===== config.mk =====
export PLATFORM = sky130hd
export DESIGN_NAME = ble_queue
export DESIGN_NICKNAME = d
export VERILOG_FILES = /design/src/ble_pkg.sv /design/src/ble_queue.sv
export SDC_FILE = /design/constraint.sdc
export NUM_CORES = 1
export LEC_CHECK = 0
export BUFFER_PORTS_ARGS = -buffer_cell sky130_fd_sc_hd__buf_2
export CAP_MARGIN = 20
export CORE_ASPECT_RATIO = 0.7
export CORE_UTILIZATION = 59
export DETAILED_ROUTE_END_ITERATION = 8
export PLACE_DENSITY_LB_ADDON = 0.08
export SLEW_MARGIN = 30
export SYNTH_ARGS = -nofsm -noshare
export SYNTH_HDL_FRONTEND = slang
export SYNTH_SLANG_ARGS = --single-unit

===== constraint.sdc =====
create_clock -name clock -period 3.45 [get_ports clock]
set_input_delay 0.69 -clock clock [delete_from_list [all_inputs] [get_ports clock]]
set_output_delay 0.69 -clock clock [all_outputs]
set_load 0.01 [all_outputs]

===== src/ble_pkg.sv =====
// Shared types, constants and width helpers for the barbell level-set evaluator.
// Used by every module of the block; depends on nothing.
`default_nettype none
package ble_pkg;

   localparam int LANE_W = 16;
   localparam int CFG_W = 48;
   localparam int AXIS_W = 32;
   localparam int LEVEL_W = 18;
   localparam int REGION_W = 2;
   localparam int CSR_INDEX_W = 3;
   localparam int FRACTION_BITS_DEFAULT = 14;
   localparam int QUEUE_DEPTH = 4;

   localparam logic signed [LEVEL_W-1:0] LEVEL_MAX = 18'sd131071;
   localparam logic signed [LEVEL_W-1:0] LEVEL_MIN = -18'sd131072;

   // configuration register indexes
   localparam logic [CSR_INDEX_W-1:0] CSR_ROW_0 = 3'd0;
   localparam logic [CSR_INDEX_W-1:0] CSR_ROW_1 = 3'd1;
   localparam logic [CSR_INDEX_W-1:0] CSR_ROW_2 = 3'd2;
   localparam logic [CSR_INDEX_W-1:0] CSR_CENTRE_ONE = 3'd3;
   localparam logic [CSR_INDEX_W-1:0] CSR_CENTRE_TWO = 3'd4;
   localparam logic [CSR_INDEX_W-1:0] CSR_RADII = 3'd5;
   localparam logic [CSR_INDEX_W-1:0] CSR_SHAFT_AXIS = 3'd6;

   localparam logic [CFG_W-1:0] RST_ROW_0 = 48'd16384;
   localparam logic [CFG_W-1:0] RST_ROW_1 = 48'd1073741824;
   localparam logic [CFG_W-1:0] RST_ROW_2 = 48'd70368744177664;
   localparam logic [CFG_W-1:0] RST_CENTRE_ONE = 48'd35184908964659;
   localparam logic [CFG_W-1:0] RST_CENTRE_TWO = 48'd35184908971213;
   localparam logic [CFG_W-1:0] RST_RADII = 48'd2113231259238;
   localparam logic [AXIS_W-1:0] RST_SHAFT_AXIS = 32'd536879104;

   typedef enum logic [REGION_W-1:0] {
      REGION_ONE   = 2'd0,
      REGION_TWO   = 2'd1,
      REGION_NECK  = 2'd2,
      REGION_SHAFT = 2'd3
   } region_type;

   // what the back end must do with the distances of one point
   typedef enum logic [1:0] {
      KIND_ONE      = 2'd0,
      KIND_TWO      = 2'd1,
      KIND_NECK_ONE = 2'd2,
      KIND_NECK_TWO = 2'd3
   } kind_type;

   typedef struct packed {
      logic [CFG_W-1:0]  row_0;
      logic [CFG_W-1:0]  row_1;
      logic [CFG_W-1:0]  row_2;
      logic [CFG_W-1:0]  centre_one;
      logic [CFG_W-1:0]  centre_two;
      logic [CFG_W-1:0]  radii;
      logic [AXIS_W-1:0] shaft_axis;
   } cfg_type;

   // width of a rotated coordinate for a given fraction width
   function automatic int q_width(input int f);
      return (36 - f > 18) ? 36 - f : 18;
   endfunction

   // rotation accumulator width
   function automatic int acc_width(input int f);
      return (f + 19 > 38) ? f + 19 : 38;
   endfunction

   function automatic logic signed [LANE_W-1:0] lane_s(input logic [CFG_W-1:0] w,
                                                       input int k);
      return $signed(w[LANE_W*k +: LANE_W]);
   endfunction

   function automatic logic [LANE_W-1:0] lane_u(input logic [CFG_W-1:0] w, input int k);
      return w[LANE_W*k +: LANE_W];
   endfunction

endpackage
`default_nettype wire


===== src/ble_queue.sv =====
// Short queue between the front (rotate, classify) and back (roots, select).
// Depends on ble_pkg.
`default_nettype none
module ble_queue
   import ble_pkg::*;
#(
   parameter int W = 8,
   parameter int DEPTH = QUEUE_DEPTH
) (
   input  wire logic         clock,
   input  wire logic         reset,
   input  wire logic         push_valid,
   output logic              push_ready,
   input  wire logic [W-1:0] push_data,
   output logic              pop_valid,
   input  wire logic         pop_ready,
   output logic [W-1:0]      pop_data
);
   localparam int AW = (DEPTH > 1) ? $clog2(DEPTH) : 1;
   localparam int CW = $clog2(DEPTH + 1);

   logic [W-1:0]  mem_ff [DEPTH];
   logic [AW-1:0] wr_ff, wr_in, rd_ff, rd_in;
   logic [CW-1:0] count_ff, count_in;
   logic          push, pop;

   assign push_ready = (count_ff != CW'(DEPTH));
   assign pop_valid = (count_ff != '0);
   assign push = push_valid && push_ready;
   assign pop = pop_valid && pop_ready;
   assign pop_data = mem_ff[rd_ff];

   // advance pointers with wrap
   always_comb begin
      wr_in = wr_ff;
      rd_in = rd_ff;
      count_in = count_ff;
      if (push) wr_in = (wr_ff == AW'(DEPTH - 1)) ? '0 : wr_ff + AW'(1);
      if (pop) rd_in = (rd_ff == AW'(DEPTH - 1)) ? '0 : rd_ff + AW'(1);
      if (push && !pop) count_in = count_ff + CW'(1);
      else if (pop && !push) count_in = count_ff - CW'(1);
   end

   always_ff @(posedge clock) begin
      if (reset) begin
         wr_ff <= '0;
         rd_ff <= '0;
         count_ff <= '0;
      end else begin
         wr_ff <= wr_in;
         rd_ff <= rd_in;
         count_ff <= count_in;
      end
   end

   always_ff @(posedge clock) begin
      if (push) mem_ff[wr_ff] <= push_data;
   end

   a_count_range: assert property (@(posedge clock) disable iff (reset)
      count_ff <= CW'(DEPTH))
      else $error("queue count beyond depth");
   a_count_up: assert property (@(posedge clock) disable iff (reset)
      (push && !pop) |=> (count_ff == $past(count_ff) + CW'(1)))
      else $error("queue count missed a push");
   a_count_down: assert property (@(posedge clock) disable iff (reset)
      (pop && !push) |=> (count_ff == $past(count_ff) - CW'(1)))
      else $error("queue count missed a pop");

endmodule
`default_nettype wire


==> results.json, run 1 <==
{
  "final_antenna_net_count": 0,
  "wirelength_um": 2490,
  "synth.distinct_cells": 26,
  "ys_ff_latch": 41,
  "hp-class": "flip-flop to flip-flop",
  "grt_pass1_vias": 831,
  "path_max_fanout": 8,
  "syn-instance-count": 90,
  "slew_headroom_pct": 64.31,
  "die_area_sq_um": 2987,
  "cts_hold_buf": 0,
  "vias_per_cell": 5.523,
  "tns_ps": 0,
  "wire_per_inst_um": 16.71,
  "synth.top_cell.area_share_pct": 58.81,
  "period_share_pct": 68.96,
  "cts_htree_levels": 2,
  "utilization_pct": 74.67,
  "report.final.slew_viol_count": 0,
  "endpoint_kind": "primary output",
  "cts_tree": "built",
  "cts_sinks": 41,
  "combinationalPowerShare_pct": 24.0,
  "synthesis.area_sq_um": 1634,
  "power.share.sequential_pct": 47.6,
  "max-vdd-ir-drop_v": 0.0004321,
  "core_sq_um": 2534,
  "n_antenna_cell": 0,
  "firstDrtPassIters": 4,
  "place_congestion": 0.8061,
  "fin_crit_ps": 2379,
  "p_leak_nw": 0.7087,
  "drive_gt1_share_pct": 39.13,
  "port_buffers": 21,
  "worstMarginPinSlew_ps": 534.7,
  "num_vias": 823,
  "cts_root_buf": "clkbuf_8",
  "syn_nets": 109,
  "p_clk_share_pct": 28.4,
  "grt-ovfl-total": 0,
  "switchingPower_w": 0.0003888,
  "start_util_pct": 64.49,
  "grt_use_total_pct": 20.00,
  "cts_buffer_depth": 2,
  "drcViolationCount": 0,
  "die_h_um": 46.03,
  "crit_arrival_ps": 1690,
  "grt_max_degree": 15,
  "synthTopCellsByArea": "edfxtp_1, dfxtp_1, mux4_2",
  "status": "finished clean",
  "cts_buffers": 5,
  "critPathLaunchType": "flip-flop",
  "dp.cells": 141,
  "insertion_delay_ps": 290,
  "ios": 22,
  "rows": 15,
  "switching_share_pct": 27.68,
  "crit_chain": "mux4_2 -> buf_2",
  "max_freq_mhz": 420.3,
  "fin_skew_ps": 4.301,
  "antenna_found_initial": 0,
  "die_width_um": 64.90,
  "critPathSlowestCell": "dfxtp_1",
  "area_growth_pct": 15.77,
  "final-hold-violation-count": 0,
  "setup_viol": 0,
  "ys_warn_count": 0,
  "cts_setup_buffers": 0,
  "p_int_w": 0.001016,
  "fin_cells": 149,
  "synth_seq_area_share_pct": 69.83,
  "final_nets": 133,
  "clk_pin_slew_worst_paths_ps": 80,
  "cpPeakStageDelay_ps": 660,
  "drt_iter0_drc": 35,
  "maxCapViolations": 0,
  "grt_pass1_wl_um": 3884,
  "cts-resized-gates": 0,
  "syn_area_per_cell_sq_um": 18.16,
  "critical_path_class": "flip-flop to primary output",
  "cp_data_required_time_ps": 2760,
  "power_density_nw_per_um2": 742.5,
  "yosysTopAreaCell": "edfxtp_1",
  "rsz0062_at_grt": "false"
}
[flip-flops by register name, summed over array words and instances (netlist names), named ones only]
signal    flops
wr_ff         2
count_ff      3
rd_ff         2
mem_ff       32
[worst max-delay path: cells and delay by family, from the launching register on]
kind	cells	cell delay [ps]
buffers and inverters	1	160
DFF	1	660
muxes	1	580
[Yosys cell counts]
cell,instances
o21ai_0,1
o31ai_1,1
clkbuf_1,1
or3_1,1
mux4_2,8
inv_1,3
and3_2,4
xor2_1,2
mux2i_1,3
ha_1,6
buf_1,1
edfxtp_1,32
nor3_1,1
nor2_1,3
or3_2,2
clkbuf_2,1
and2_4,1
nand2_1,1
dfxtp_1,9
fa_1,1
o31ai_2,1
or3b_1,1
a21oi_1,2
nand2b_1,2
buf_2,1
nand3_1,1
[path summary, 6_finish.rpt]
kind / slack [ps] / cells past startpoint / endpoint / startpoint
worst max-delay path: 1070 / 2 / pop_data[6] / flip-flop
worst min-delay path: 510 / 2 / flip-flop / rd_ff[0]
worst max register to register: 1120 / 7 / count_ff[2] / count_ff[0]
worst min register to register: 510 / 2 / flip-flop / rd_ff[0]
[cell families after synthesis]
group	Yosys count	share of synthesized area [%]
xor+xnor	2	1.072
mux	11	12.86
compound gates	5	2.144
buf+inv	7	1.760
fa+ha+maj	7	5.819
simple gates	17	6.508
flops	41	69.83
[per-stage QoR]
stage / power (W) / area (sq um) / hold WS [ps] / setup WS, ps
after global placement: 0.001005 / 1764 / 482.2 / 1104
after CTS: 0.001413 / 1892 / 512.7 / 1036
after global routing: 0.001480 / 1892 / 543.2 / 926.3
final: 0.001405 / 1892 / 513.8 / 1071
after floorplan: 0.0009182 / 1634 / 463.4 / 1236
after detailed placement: 0.001018 / 1764 / 498.9 / 1050
[cell type report]
| type | count | area, sq um |
|---|---|---|
| multi-input cells | 42 | 464.2 |
| inverters | 3 | 11.26 |
| flip-flops and latches | 41 | 1141 |
| clock buffers | 7 | 118.9 |
| repair buffers | 21 | 105.1 |
| well taps | 34 | 42.54 |
| clock inverters | 1 | 8.758 |
| fillers | 151 | 641.9 |
[power groups by stage]
stage / Clock, W / Combinational [W] / Sequential (W)
global route: 0.000422 / 0.000377 / 0.000681
finish: 0.000399 / 0.000337 / 0.000668
CTS: 0.000403 / 0.000340 / 0.000670
floorplan: 0 / 0.000272 / 0.000646
global placement: 0 / 0.000328 / 0.000677
detailed placement: 0 / 0.000338 / 0.000681
[per-layer routing]
layer,GRT usage [%],part of all wire [%],vias up
li1,-,-,394
met1,23.97,44,398
met2,34.79,50,27
met3,7.500,5.8,4
met4,5.333,0.56,0
met5,0,0,-
[cells in the final DEF (no fill, tap or decap), types with 3 or more instances in the layout]
cell	instances
dfxtp_1	9
nor2_1	3
mux4_2	8
clkbuf_8	5
ha_1	6
edfxtp_1	32
and3_2	4
buf_2	21
mux2i_1	3
inv_1	3
Power figures use the tool's default switching activity.
==> run 2, diff against run 1 <==
- ABC_AREA: not set -> 1
- CORE_UTILIZATION: 59 -> 56
- clock period: 3.45 -> 2.35 ns (I/O delays scaled with it)
==> run 2 against run 1 <==
Effect of this change: sequential power grew 48%; total power grew 56%; flip-flop and latch count is the same; clock power grew 35%; combinational power grew 96%; critical path depth grew 2; sequential share of layout area shrank 2.4 points; global-route usage grew 0.49 points; area after synthesis grew 3.8%; final cell count grew 43%; first-iteration DRC count grew 37%; worst setup slack lost 820 ps; critical endpoint is now pop_data[2]; largest power group unchanged.
==> results.json, run 2 <==
{
  "core_sq_um": 2843,
  "cts_setup_buffers": 0,
  "wire_per_inst_um": 13.58,
  "multi_input_area_sq_um": 473.0,
  "tns_ps": 0,
  "die_h_um": 48.05,
  "synth_edf_count": 32,
  "cts_htree_levels": 2,
  "synth_seq_area_share_pct": 67.26,
  "yosys_most_used_dff": "edfxtp_1",
  "final_antenna_net_count": 0,
  "die_width_um": 67.79,
  "insertion_delay_ps": 280,
  "postLayoutCellArea_sq_um": 1972,
  "critPathSlowestCell": "dfxtp_1",
  "crit_arrival_ps": 1630,
  "switching_share_pct": 32.60,
  "cpPeakStageDelay_ps": 610,
  "largest_reg_flops": 32,
  "drive_gt1_share_pct": 23.16,
  "cts_buffer_depth": 2,
  "firstDrtPassIters": 4,
  "path_max_fanout": 16,
  "wirelength_um": 2893,
  "drcViolationCount": 0,
  "area_growth_pct": 16.22,
  "worstMarginPinSlew_ps": 466.4,
  "report.final.slew_viol_count": 0,
  "cts_root_buf": "clkbuf_8",
  "period_share_pct": 89.19,
  "fillers": 205,
  "vias_per_cell": 5.075,
  "power_density_nw_per_um2": 1110,
  "max_freq_mhz": 477.1,
  "grt_use_total_pct": 20.49,
  "cts_tree": "built",
  "start_util_pct": 59.68,
  "final_cell_mix": "nor2_1, edfxtp_1, buf_2",
  "fin_crit_ps": 2096,
  "p_int_w": 0.001475,
  "synth.top_cell.area_share_pct": 56.64,
  "rsz0062_at_grt": "false",
  "p_clk_share_pct": 24.7,
  "hp-class": "input pin to flip-flop",
  "final_nets": 195,
  "cp_data_required_time_ps": 1880,
  "critPathLaunchType": "flip-flop",
  "grt-ovfl-total": 0,
  "cts_sinks": 41,
  "endpoint_kind": "primary output",
  "yosysTopAreaCell": "edfxtp_1",
  "cts_hold_buf": 0,
  "whs_ps": 348.1,
  "crit_chain": "inv_2 -> o21ai_0 -> o22ai_1 -> buf_2",
  "top_register": "mem_ff",
  "cp.buffers_inverters": 2,
  "num_vias": 1081,
  "syn_area_per_cell_sq_um": 11.70,
  "antenna_found_initial": 0,
  "final-hold-violation-count": 0,
  "ys_ff_latch": 41,
  "port_buffers": 21,
  "syn_nets": 164,
  "netlist_top_cells_count": "edfxtp_1, nor2_1, inv_1",
  "fin_skew_ps": 4.831,
  "clk_pin_slew_worst_paths_ps": 80,
  "total_power_w": 0.002189,
  "synth.distinct_cells": 20,
  "place_congestion": 0.8406,
  "ys_warn_count": 0,
  "grt_max_degree": 17,
  "drt_iter0_drc": 48,
  "synthesis.area_sq_um": 1697,
  "power.share.sequential_pct": 45.1,
  "n_antenna_cell": 0,
  "setup_viol": 0,
  "reg_top3": "mem_ff x32, count_ff x3",
  "seq_area_sq_um": 1141,
  "syn-instance-count": 145,
  "ios": 22,
  "status": "finished clean",
  "crit_family": "flip-flops",
  "die_area_sq_um": 3257,
  "grt_pass1_vias": 956,
  "max-vdd-ir-drop_v": 0.0006248,
  "critical_path_class": "flip-flop to primary output",
  "rows": 16,
  "cts-resized-gates": 0,
  "p_leak_nw": 0.7937,
  "combinationalPowerShare_pct": 30.2,
  "slew_headroom_pct": 68.87,
  "synthTopCellsByArea": "edfxtp_1, dfxtp_1, nor2_1",
  "placed_area_sq_um": 1862,
  "grt_pass1_wl_um": 4367,
  "cts_buffers": 5,
  "switchingPower_w": 0.0007135,
  "async_flop_share_pct": 0,
  "maxCapViolations": 0,
  "hpwlAfterDp_um": 1980,
  "setup_slack_ps": 254.0,
  "dpl_worst_slack_ps": 518.4
}
-- run 2: changes by cell type in the layout (fill, tap and decap cells not counted), sizes merged, moves of 8 or more --
| cell | before | now |
|---|---|---|
| o22ai | 0 | 8 |
| mux4 | 8 | 0 |
| nor2 | 3 | 33 |
| o21ai | 1 | 17 |
| nand2 | 1 | 14 |
| inv | 4 | 16 |
-- run 2: worst paths after layout --
path	startpoint	endpoint	slack, ps	cells after the start
hold reg to reg	wr_ff[1]	wr_ff[1]	540	2
hold / removal	reset	count_ff[0]	350	2
setup reg to reg	count_ff[1]	count_ff[1]	530	9
setup / recovery	flip-flop	pop_data[2]	250	4
-- run 2: cell type report --
class	instances	area share, %
clock buffer	5	3.490
tap	36	2.284
inverter	16	3.046
timing repair buffer	26	7.234
clock inverter	3	2.094
multi-input combinational	86	23.98
sequential	41	57.87
-- run 2: per-stage QoR --
step                      cells  utilization [%]
final                       213            69.37
after global placement      205            65.49
after floorplan             145                -
after CTS                   213            69.37
after global routing        213            69.37
after detailed placement    205            65.49
-- run 2: metal layers --
metal / wire length (um) / GRT usage, % / part of all wire (%)
met2: 1312 / 30.89 / 45
met1: 1446 / 27.79 / 50
met5: 0 / 0 / 0
met4: 22 / 7.500 / 0.76
met3: 111 / 7.143 / 3.8
-- run 2: power groups by stage --
stage	Clock (W)	Combinational [W]	Sequential [W]
floorplan	0	0.000475	0.000974
global placement	0	0.000640	0.00100
detailed placement	0	0.000662	0.00101
CTS	0.000556	0.000668	0.000991
global route	0.000587	0.000767	0.00100
finish	0.000540	0.000661	0.000988
-- run 2: cells by family (layout without fill, tap and decap cells) --
logic type	after synthesis	after routing	synth area share, %
buffers and inverters	18	50	4.867
AND/OR/NAND/NOR	51	51	12.54
adder cells (fa/ha/maj)	7	7	5.605
flip-flops	41	41	67.26
XOR/XNOR	1	1	0.5163
AO/OA/AOI/OAI	27	27	9.218
-- run 2: worst reg2reg max path, stage by stage (launching register included) --
cell	delay, ps
dfxtp_1	350
nor2_2	170
nand2_2	100
nand2_2	130
inv_1	60
ha_1	200
inv_1	80
fa_1	400
o21ai_0	180
nor2_1	50
